File: src/tlfq_pkg.sv
// ----------------------------------------------------------------------------
// tlfq_pkg
// types and constants shared by the two-level feedback queue scheduler
// ----------------------------------------------------------------------------
package tlfq_pkg;

    localparam int unsigned QUANTUM_RESET = 20;
    localparam int unsigned BOOST_RESET   = 100;

    localparam logic CFG_QUANTUM = 1'b0;
    localparam logic CFG_BOOST   = 1'b1;

    typedef enum logic [1:0] {
        ST_IDLE,
        ST_LINK,
        ST_EXEC,
        ST_OUT
    } state_t;

    // per-slot record held in the job table
    typedef struct packed {
        logic [15:0] work_left;
        logic [15:0] allot_left;
        logic [15:0] allot_full;
        logic [31:0] arrived_at;
        logic [31:0] started_at;
    } job_rec_t;

    localparam int unsigned JOB_REC_W = $bits(job_rec_t);

endpackage

File: src/tlfq_ram.sv
// ----------------------------------------------------------------------------
// tlfq_ram
// single-port-write, single-port-read synchronous ram, registered read
// ----------------------------------------------------------------------------
module tlfq_ram #(
    parameter int WIDTH = 8,
    parameter int DEPTH = 16
) (
    input  logic                     aclk,
    input  logic                     wr_en,
    input  logic [$clog2(DEPTH)-1:0] wr_addr,
    input  logic [WIDTH-1:0]         wr_data,
    input  logic [$clog2(DEPTH)-1:0] rd_addr,
    output logic [WIDTH-1:0]         rd_data
);

    logic [WIDTH-1:0] mem [DEPTH];

    always_ff @(posedge aclk) begin
        if (wr_en) begin
            mem[wr_addr] <= wr_data;
        end
        rd_data <= mem[rd_addr];
    end

endmodule

File: src/two_level_feedback_queue_scheduler.sv
// ----------------------------------------------------------------------------
// two_level_feedback_queue_scheduler
// two-level feedback queue scheduler, one request per time tick
// ----------------------------------------------------------------------------
// Each request on s_axis is one tick, optionally carrying a job arrival.
// One result is produced on m_axis per request: the job that ran this tick,
// its level, completion statistics, and rejection and boost flags.
// Job state lives in two synchronous rams: a link table for both queues and
// a job table holding work, allotment and time stamps per slot.
// After the request is taken, ST_LINK writes an arrival and issues the link
// and job reads for the pick, ST_EXEC pops the queue, runs the tick and
// writes back, then the result register holds the result in ST_OUT.
// Requests are taken one at a time, only in ST_IDLE after the result is taken.
// A second link write in the same tick is held and done while the result waits.
// Configuration writes on cfg_* are to be made only while idle; the block
// itself does not enforce this.
// Reset (aresetn low, synchronous) empties both queues, clears all slots
// and loads the register reset values; the rams need no clearing.
// When m_axis_tready is low the result is held and no new request is taken.
// ----------------------------------------------------------------------------
module two_level_feedback_queue_scheduler #(
    parameter int MAX_JOBS = 16
) (
    input  logic        aclk,
    input  logic        aresetn,
    input  logic        s_axis_tvalid,
    output logic        s_axis_tready,
    // action, arriving_job, burst_length, allotment (zero-filled to 40 bits)
    input  logic [39:0] s_axis_tdata,
    output logic        m_axis_tvalid,
    input  logic        m_axis_tready,
    // running_valid, running_job, running_level, finished, end_time,
    // turnaround, response_time, arrival_rejected, boosted (to 112 bits)
    output logic [111:0] m_axis_tdata,
    input  logic        cfg_wr_en,
    input  logic        cfg_index,
    input  logic [15:0] cfg_wr_data
);
    import tlfq_pkg::*;

    localparam int SW = (MAX_JOBS > 1) ? $clog2(MAX_JOBS) : 1;

    state_t state_reg, state_next;

    logic [7:0]  quantum_reg;
    logic [15:0] boost_period_reg;

    logic [SW-1:0] high_head_reg, high_tail_reg, low_head_reg, low_tail_reg;
    logic          high_empty_reg, low_empty_reg;
    logic [SW-1:0] hh_next, ht_next, lh_next, lt_next;
    logic          he_next, le_next;
    logic          cur_valid_reg, cur_valid_next;
    logic [SW-1:0] cur_job_reg, cur_job_next;
    logic          cur_level_reg, cur_level_next;
    logic [7:0]    qleft_reg, qleft_next;
    logic [31:0]   tick_reg, tick_next;
    logic [15:0]   bcount_reg, bcount_next;
    logic [MAX_JOBS-1:0] active_reg, active_next, started_reg, started_next;

    logic          in_action;
    logic [3:0]    in_slot;
    logic [15:0]   in_burst, in_allot;
    logic          act_reg;
    logic [3:0]    slot_reg;
    logic [15:0]   burst_reg, allot_reg;
    logic          rej_reg, rej_next;

    logic [111:0]  out_reg, out_next;
    logic          picked_reg, picked_next;
    logic          pick_low_reg, pick_low_next;

    // link ram
    logic          ln_we;
    logic [SW-1:0] ln_wa, ln_wd, ln_ra, ln_rd;
    // job ram
    logic          jb_we;
    logic [SW-1:0] jb_wa, jb_ra;
    job_rec_t      jb_wd, jb_rd;

    // forwarding of a write to the entry read in the same cycle
    logic          ln_fwd_reg, ln_fwd_next;
    logic [SW-1:0] ln_fwd_data_reg, ln_fwd_data_next;
    logic          jb_fwd_reg, jb_fwd_next;
    job_rec_t      jb_fwd_data_reg, jb_fwd_data_next;
    logic [SW-1:0] ln_rd_eff;
    job_rec_t      jb_rd_eff;

    // held second link write of a tick
    logic          ln_pend_reg, ln_pend_next;
    logic [SW-1:0] ln_pend_addr_reg, ln_pend_addr_next;
    logic [SW-1:0] ln_pend_data_reg, ln_pend_data_next;

    tlfq_ram #(.WIDTH(SW), .DEPTH(MAX_JOBS)) u_link (
        .aclk(aclk), .wr_en(ln_we), .wr_addr(ln_wa), .wr_data(ln_wd),
        .rd_addr(ln_ra), .rd_data(ln_rd)
    );

    tlfq_ram #(.WIDTH(JOB_REC_W), .DEPTH(MAX_JOBS)) u_job (
        .aclk(aclk), .wr_en(jb_we), .wr_addr(jb_wa), .wr_data(jb_wd),
        .rd_addr(jb_ra), .rd_data(jb_rd)
    );

    assign in_action = s_axis_tdata[0];
    assign in_slot   = s_axis_tdata[4:1];
    assign in_burst  = s_axis_tdata[20:5];
    assign in_allot  = s_axis_tdata[36:21];

    assign s_axis_tready = (state_reg == ST_IDLE);
    assign m_axis_tvalid = (state_reg == ST_OUT);
    assign m_axis_tdata  = out_reg;

    assign ln_rd_eff = ln_fwd_reg ? ln_fwd_data_reg : ln_rd;
    assign jb_rd_eff = jb_fwd_reg ? jb_fwd_data_reg : jb_rd;

    // slot index of the incoming request, truncated to table width
    logic [SW-1:0] slot_idx;
    logic          slot_ok;
    always_comb begin
        slot_idx = SW'(slot_reg);
        slot_ok  = ({28'd0, slot_reg} < 32'(MAX_JOBS)) && !active_reg[slot_idx];
    end

    job_rec_t rec_w;
    logic [15:0] wl, al;
    logic [7:0]  qn;

    always_comb begin
        state_next     = state_reg;
        hh_next        = high_head_reg;
        ht_next        = high_tail_reg;
        lh_next        = low_head_reg;
        lt_next        = low_tail_reg;
        he_next        = high_empty_reg;
        le_next        = low_empty_reg;
        cur_valid_next = cur_valid_reg;
        cur_job_next   = cur_job_reg;
        cur_level_next = cur_level_reg;
        qleft_next     = qleft_reg;
        tick_next      = tick_reg;
        bcount_next    = bcount_reg;
        active_next    = active_reg;
        started_next   = started_reg;
        rej_next       = rej_reg;
        out_next       = out_reg;
        picked_next    = picked_reg;
        pick_low_next  = pick_low_reg;
        ln_fwd_next       = ln_fwd_reg;
        ln_fwd_data_next  = ln_fwd_data_reg;
        jb_fwd_next       = jb_fwd_reg;
        jb_fwd_data_next  = jb_fwd_data_reg;
        ln_pend_next      = ln_pend_reg;
        ln_pend_addr_next = ln_pend_addr_reg;
        ln_pend_data_next = ln_pend_data_reg;
        ln_we = 1'b0; ln_wa = '0; ln_wd = '0; ln_ra = '0;
        jb_we = 1'b0; jb_wa = '0; jb_wd = '0; jb_ra = cur_job_reg;
        rec_w = jb_rd_eff;
        wl = '0; al = '0; qn = '0;
        unique case (state_reg)
            ST_IDLE: begin
                if (s_axis_tvalid) begin
                    state_next = ST_LINK;
                end
            end
            ST_LINK: begin
                // arrival write, then pick and issue head link read
                rej_next = 1'b0;
                if (act_reg) begin
                    if (!slot_ok) begin
                        rej_next = 1'b1;
                    end else begin
                        jb_we = 1'b1;
                        jb_wa = slot_idx;
                        jb_wd.work_left  = (burst_reg == 16'd0) ? 16'd1 : burst_reg;
                        jb_wd.allot_full = (allot_reg == 16'd0) ? 16'd1 : allot_reg;
                        jb_wd.allot_left = (allot_reg == 16'd0) ? 16'd1 : allot_reg;
                        jb_wd.arrived_at = tick_reg;
                        jb_wd.started_at = '0;
                        started_next[slot_idx] = 1'b0;
                        active_next[slot_idx]  = 1'b1;
                        if (high_empty_reg) begin
                            hh_next = slot_idx;
                            ht_next = slot_idx;
                            he_next = 1'b0;
                        end else begin
                            ln_we = 1'b1;
                            ln_wa = high_tail_reg;
                            ln_wd = slot_idx;
                            ht_next = slot_idx;
                        end
                    end
                end
                picked_next = 1'b0;
                if (!cur_valid_reg) begin
                    if (!he_next) begin
                        cur_job_next   = hh_next;
                        cur_level_next = 1'b0;
                        cur_valid_next = 1'b1;
                        picked_next    = 1'b1;
                        pick_low_next  = 1'b0;
                        ln_ra = hh_next;
                    end else if (!low_empty_reg) begin
                        cur_job_next   = low_head_reg;
                        cur_level_next = 1'b1;
                        cur_valid_next = 1'b1;
                        picked_next    = 1'b1;
                        pick_low_next  = 1'b1;
                        ln_ra = low_head_reg;
                    end
                    if (cur_valid_next) begin
                        qleft_next = (quantum_reg == 8'd0) ? 8'd1 : quantum_reg;
                    end
                end
                jb_ra = cur_job_next;
                ln_fwd_next      = ln_we && (ln_wa == ln_ra);
                ln_fwd_data_next = ln_wd;
                jb_fwd_next      = jb_we && (jb_wa == jb_ra);
                jb_fwd_data_next = jb_wd;
                state_next = ST_EXEC;
            end
            ST_EXEC: begin
                // pop using link read data, then run one tick
                if (picked_reg) begin
                    if (pick_low_reg) begin
                        if (low_head_reg == low_tail_reg) le_next = 1'b1;
                        else lh_next = ln_rd_eff;
                    end else begin
                        if (high_head_reg == high_tail_reg) he_next = 1'b1;
                        else hh_next = ln_rd_eff;
                    end
                end
                out_next = '0;
                out_next[103] = rej_reg;
                if (cur_valid_reg) begin
                    out_next[0]   = 1'b1;
                    out_next[4:1] = 4'(cur_job_reg);
                    out_next[5]   = cur_level_reg;
                    if (!started_reg[cur_job_reg]) begin
                        started_next[cur_job_reg] = 1'b1;
                        rec_w.started_at = tick_reg;
                    end
                    wl = jb_rd_eff.work_left - 16'd1;
                    al = jb_rd_eff.allot_left - 16'd1;
                    qn = qleft_reg - 8'd1;
                    rec_w.work_left  = wl;
                    rec_w.allot_left = al;
                    qleft_next = qn;
                    tick_next  = tick_reg + 32'd1;
                    bcount_next = bcount_reg - 16'd1;
                    if (bcount_next == 16'd0) begin
                        out_next[104] = 1'b1;
                        bcount_next = boost_period_reg;
                        if (cur_level_reg) cur_level_next = 1'b0;
                        if (!le_next) begin
                            if (he_next) begin
                                hh_next = lh_next;
                                ht_next = lt_next;
                                he_next = 1'b0;
                            end else begin
                                ln_we = 1'b1;
                                ln_wa = ht_next;
                                ln_wd = lh_next;
                                ht_next = lt_next;
                            end
                            le_next = 1'b1;
                            lh_next = '0;
                            lt_next = '0;
                        end
                    end
                    jb_we = 1'b1;
                    jb_wa = cur_job_reg;
                    if (wl == 16'd0) begin
                        out_next[6]      = 1'b1;
                        out_next[38:7]   = tick_next;
                        out_next[70:39]  = tick_next - jb_rd_eff.arrived_at;
                        out_next[102:71] = rec_w.started_at - jb_rd_eff.arrived_at;
                        active_next[cur_job_reg] = 1'b0;
                        cur_valid_next = 1'b0;
                    end else if (al == 16'd0 || qn == 8'd0) begin
                        // demotion or rotation to a queue tail
                        if (al == 16'd0) rec_w.allot_left = jb_rd_eff.allot_full;
                        cur_valid_next = 1'b0;
                        if (al == 16'd0 || cur_level_next) begin
                            if (le_next) begin
                                lh_next = cur_job_reg;
                                lt_next = cur_job_reg;
                                le_next = 1'b0;
                            end else begin
                                ln_we = 1'b1;
                                ln_wa = lt_next;
                                ln_wd = cur_job_reg;
                                lt_next = cur_job_reg;
                            end
                        end else begin
                            if (he_next) begin
                                hh_next = cur_job_reg;
                                ht_next = cur_job_reg;
                                he_next = 1'b0;
                            end else begin
                                if (ln_we) begin
                                    // port busy with the boost link, hold it
                                    ln_pend_next      = 1'b1;
                                    ln_pend_addr_next = ht_next;
                                    ln_pend_data_next = cur_job_reg;
                                end else begin
                                    ln_we = 1'b1;
                                    ln_wa = ht_next;
                                    ln_wd = cur_job_reg;
                                end
                                ht_next = cur_job_reg;
                            end
                        end
                    end
                    jb_wd = rec_w;
                end else begin
                    tick_next = tick_reg + 32'd1;
                end
                state_next = ST_OUT;
            end
            ST_OUT: begin
                if (ln_pend_reg) begin
                    ln_we = 1'b1;
                    ln_wa = ln_pend_addr_reg;
                    ln_wd = ln_pend_data_reg;
                    ln_pend_next = 1'b0;
                end
                if (m_axis_tready) begin
                    state_next = ST_IDLE;
                end
            end
            default: state_next = ST_IDLE;
        endcase
    end

    always_ff @(posedge aclk) begin
        if (!aresetn) begin
            state_reg        <= ST_IDLE;
            quantum_reg      <= 8'(QUANTUM_RESET);
            boost_period_reg <= 16'(BOOST_RESET);
            high_head_reg    <= '0;
            high_tail_reg    <= '0;
            low_head_reg     <= '0;
            low_tail_reg     <= '0;
            high_empty_reg   <= 1'b1;
            low_empty_reg    <= 1'b1;
            cur_valid_reg    <= 1'b0;
            cur_job_reg      <= '0;
            cur_level_reg    <= 1'b0;
            qleft_reg        <= '0;
            tick_reg         <= '0;
            bcount_reg       <= 16'(BOOST_RESET);
            active_reg       <= '0;
            started_reg      <= '0;
            picked_reg       <= 1'b0;
            pick_low_reg     <= 1'b0;
            rej_reg          <= 1'b0;
            ln_fwd_reg       <= 1'b0;
            jb_fwd_reg       <= 1'b0;
            ln_pend_reg      <= 1'b0;
        end else begin
            state_reg      <= state_next;
            high_head_reg  <= hh_next;
            high_tail_reg  <= ht_next;
            low_head_reg   <= lh_next;
            low_tail_reg   <= lt_next;
            high_empty_reg <= he_next;
            low_empty_reg  <= le_next;
            cur_valid_reg  <= cur_valid_next;
            cur_job_reg    <= cur_job_next;
            cur_level_reg  <= cur_level_next;
            qleft_reg      <= qleft_next;
            tick_reg       <= tick_next;
            bcount_reg     <= bcount_next;
            active_reg     <= active_next;
            started_reg    <= started_next;
            picked_reg     <= picked_next;
            pick_low_reg   <= pick_low_next;
            rej_reg        <= rej_next;
            ln_fwd_reg     <= ln_fwd_next;
            jb_fwd_reg     <= jb_fwd_next;
            ln_pend_reg    <= ln_pend_next;
            if (cfg_wr_en) begin
                unique case (cfg_index)
                    CFG_QUANTUM: quantum_reg      <= cfg_wr_data[7:0];
                    CFG_BOOST:   boost_period_reg <= cfg_wr_data;
                    default: ;
                endcase
            end
        end
    end

    always_ff @(posedge aclk) begin
        out_reg          <= out_next;
        ln_fwd_data_reg  <= ln_fwd_data_next;
        jb_fwd_data_reg  <= jb_fwd_data_next;
        ln_pend_addr_reg <= ln_pend_addr_next;
        ln_pend_data_reg <= ln_pend_data_next;
        if (s_axis_tvalid && s_axis_tready) begin
            act_reg   <= in_action;
            slot_reg  <= in_slot;
            burst_reg <= in_burst;
            allot_reg <= in_allot;
        end
    end

    assert property (@(posedge aclk) disable iff (!aresetn)
        (state_reg == ST_OUT && !m_axis_tready) |=> $stable(m_axis_tdata))
        else $error("result changed under stall");
    assert property (@(posedge aclk) disable iff (!aresetn)
        (state_reg == ST_EXEC) |=> (state_reg == ST_OUT))
        else $error("exec not followed by result");
    assert property (@(posedge aclk) disable iff (!aresetn)
        (cur_valid_reg && state_reg == ST_OUT) |-> active_reg[cur_job_reg])
        else $error("running job not active");

endmodule

File: config.mk
export PLATFORM = sky130hd
export DESIGN_NAME = two_level_feedback_queue_scheduler
export DESIGN_NICKNAME = d
export VERILOG_FILES = /design/src/tlfq_pkg.sv /design/src/tlfq_ram.sv /design/src/two_level_feedback_queue_scheduler.sv
export SDC_FILE = /design/constraint.sdc
export NUM_CORES = 2
export LEC_CHECK = 0
export ABC_AREA = 1
export BUFFER_PORTS_ARGS = -buffer_cell sky130_fd_sc_hd__buf_2
export CAP_MARGIN = 40
export CELL_PAD_IN_SITES_DETAIL_PLACEMENT = 0
export CELL_PAD_IN_SITES_GLOBAL_PLACEMENT = 1
export CORE_MARGIN = 1
export CORE_UTILIZATION = 40
export DETAILED_ROUTE_END_ITERATION = 10
export PLACE_DENSITY_LB_ADDON = 0.2
export SYNTH_ARGS = -nofsm -noshare
export SYNTH_HDL_FRONTEND = slang
export SYNTH_SLANG_ARGS = --single-unit
File: constraint.sdc
create_clock -name aclk -period 31.7 [get_ports aclk]
set_clock_uncertainty 0.15 [all_clocks]
set_input_delay 6.34 -clock aclk [delete_from_list [all_inputs] [get_ports aclk]]
set_output_delay 6.34 -clock aclk [all_outputs]
set_load 0.01 [all_outputs]
==> results.cfg <==
[clock_network]
cts_setup_buffers = 0
clkLatencyLatePin_ps = 950
cts_root_buf = clkbuf_16
htreeDepth = 5
cts_resized = 0
clock-sinks = 2334
numCtsBuffers = 275
hold_buffers = 0
cts.reportedPaths.clkPinSlew_ps = 60
clockBufferDepth = 4
cts_tree = built

[drt]
via_count = 75905
drt_iter0_drc = 7350
ant_nets = 0
routedWlPerCell_microns = 23.74
wl_microns = 333800
drc = 0
routed_via_density = 5.397
drtPass1Iterations = 6

[pwr]
comb_power_share = 0.352
power.total_uw = 10560
p_clk_frac = 0.285
swShare = 0.3842
p_switching_uw = 4059
p_leak_uw = 0.04674
seqPwrFrac = 0.363
powerDensity_mw_per_mm2 = 87.97
intPower_uw = 6505
vdd_ir_drop_max_uv = 95.03

[setup_path]
cp.required_ps = 25210
crit_fanout = 8
crit_path_end_kind = output pin
crit_buf_inv = 2
crit_chain = inv_1 -> ha_1 -> buf_2
start_kind = register
cp_top_family = adder cells
crit_type = register to output pin
critical-path-max-stage-delay_ps = 440
cp_slowest_cell = ha_1
arrival_ps = 2090

[synthesis]
syn_avg_cell_area_sq_um = 10.38
synthArstFlopShare = 0
ys_seq_elements = 2334
syn_area_sq_mm = 0.1057
yosys.cell_count.top_type = edfxtp_1
synthFlopType = edfxtp_1
synth_cells = 10185
yosys_warnings = 0
synthDistinctLibCells = 64
synth_edf_count = 2074
synth_top_area_frac = 0.5893
seq_area_frac_synth = 0.6386
yosys.area.top_type = edfxtp_1
yosys-top-cells-area = edfxtp_1 (59%), nand3_1 (8.1%), nand2_1 (6.9%)
synth_common_cells = edfxtp_1 (2074), nand2_1 (1942), nand3_1 (1718), inv_1 (1207), nand3b_1 (791)

[global_route]
grt_max_degree = 184
gr-total-overflow = 0
antenna_found_initial = 11
grt_pass1_wl_microns = 489200
grt_pass1_vias = 71718
grtUsageTotal = 0.2477

[outcome]
status = finished clean

[place]
gp_congestion = 0.8943
dp_slack_ps = 23590
placedCellCount = 13579
port_buffers = 165
place_hpwl_microns = 190000

[timing]
max_slew.worst_pin.slew_ps = 1282
setup_viol = 0
relSlewSlack = 0.1451
layout_setup_ws_ps = 23120
fin_tns_setup_ps = 0
rsz0062_at_grt = false
post-route-period-util = 0.2705
hold_viol_final = 0
timing.final.crit_period_ps = 8575
slew_viol_final = 0
timing.fmax_ghz = 0.1166

[finish]
drive_gt1_frac = 0.09037
multiInputGateArea_sq_mm = 0.03111
top_register = u_job.mem
area_delta_synth_final_pct = 13.63
largest_reg_flops = 1792
stdcell_count = 14063
register_area_sq_mm = 0.06749
nFillCells = 24521
final_nets = 10486

[floorplanning]
die_h_microns = 516.0
row_count = 188
core-area_sq_mm = 0.2625
die_w_microns = 516.0
start_util = 0.4026
die_area_sq_mm = 0.2663
ioPinCount = 176

[min_path]
hold_class = register to register

[flow_run]
drv_cap = 0
## metrics by stage
| step | hold WS [ps] | util | cell area [sq um] |
|---|---|---|---|
| final | 309.5 | 0.4575 | 120100 |
| after global routing | 340.2 | 0.4575 | 120100 |
| after CTS | 313.4 | 0.4573 | 120000 |
| after detailed placement | 302.6 | 0.4252 | 111600 |
| after global placement | 303.9 | 0.4188 | 109900 |
| after floorplan | 256.4 | - | 105700 |
## layer usage
layer  vias up  global-route usage  wire [microns]
li1      35291                   -               -
met3       428             0.03511           23430
met1     37510              0.3565          150700
met5         -                   0               0
met2      2676              0.3913          152100
met4         0             0.06427            7554
## cells by family after synthesis
family	count (synthesis)	synth area share
muxes	34	0.003220
AOI/OAI and AO/OA	773	0.04127
buffers and inverters	1823	0.06942
xor gates and xnor gates	62	0.005138
adders and majority gates	77	0.009258
and+or+nand+nor	5081	0.2331
DFF	2334	0.6386
other	1	0.00003548
## layout by cell type, fill, tap and decap left out, types with 44 or more instances in the layout
cell	n
nand3b_1	791
nand2_1	1941
xor2_1	44
buf_4	246
clkbuf_1	73
inv_1	1203
a21oi_1	266
o21ai_0	263
clkbuf_16	281
buf_2	168
a31oi_1	58
ha_1	73
nor2_1	464
dfxtp_1	259
edfxtp_1	2074
nand3_1	1718
## final cells by class
type	instances	area share
clock inverters	110	0.007929
flip-flops and latches	2334	0.5620
diodes	3	0.00006251
inverters	1227	0.03867
clock buffers	365	0.06209
multi-input cells	6034	0.2590
well taps	3515	0.03662
repair buffers	475	0.03361
## worst reg2reg max path, stage by stage, from the launching register on
cell and delay, ps:
dfxtp_1 750, inv_1 320, nor2_1 540, nand2_1 120, a31o_2 270, nand2_1 90
a211o_2 550, buf_4 630, a31oi_1 430, ha_1 370, fa_1 460, inv_1 70
nand3_1 60, nand2_1 100, nand2_1 70, nand2_1 90, a21oi_1 90, o21ai_0 370
a21oi_1 170, o21ai_0 530, a21boi_0 240, o21ai_0 270, o21ai_0 100, a21oi_1 240
## power groups by stage
stage          Clock, uW  Sequential [uW]  Combinational [uW]
6_report            3010             3840                3720
5_1_grt             3180             3860                4090
4_1_cts             3060             3840                3710
3_5_place_dp           0             3900                3700
3_3_place_gp           0             3900                3590
2_1_floorplan          0             3880                2370
## path summary, 6_finish.rpt
| path | start | endpoint | slack (ps) | cells after the start |
|---|---|---|---|---|
| setup / recovery | state_reg[0] | s_axis_tready | 23120 | 3 |
| hold / removal | boost_period_reg[0] | boost_period_reg[0] | 310 | 2 |
| setup reg to reg | cur_job_reg[0] | m_axis_tdata[93] | 24470 | 23 |
| hold reg to reg | boost_period_reg[0] | boost_period_reg[0] | 310 | 2 |
Note: power is estimated with default switching activity, not from simulation.
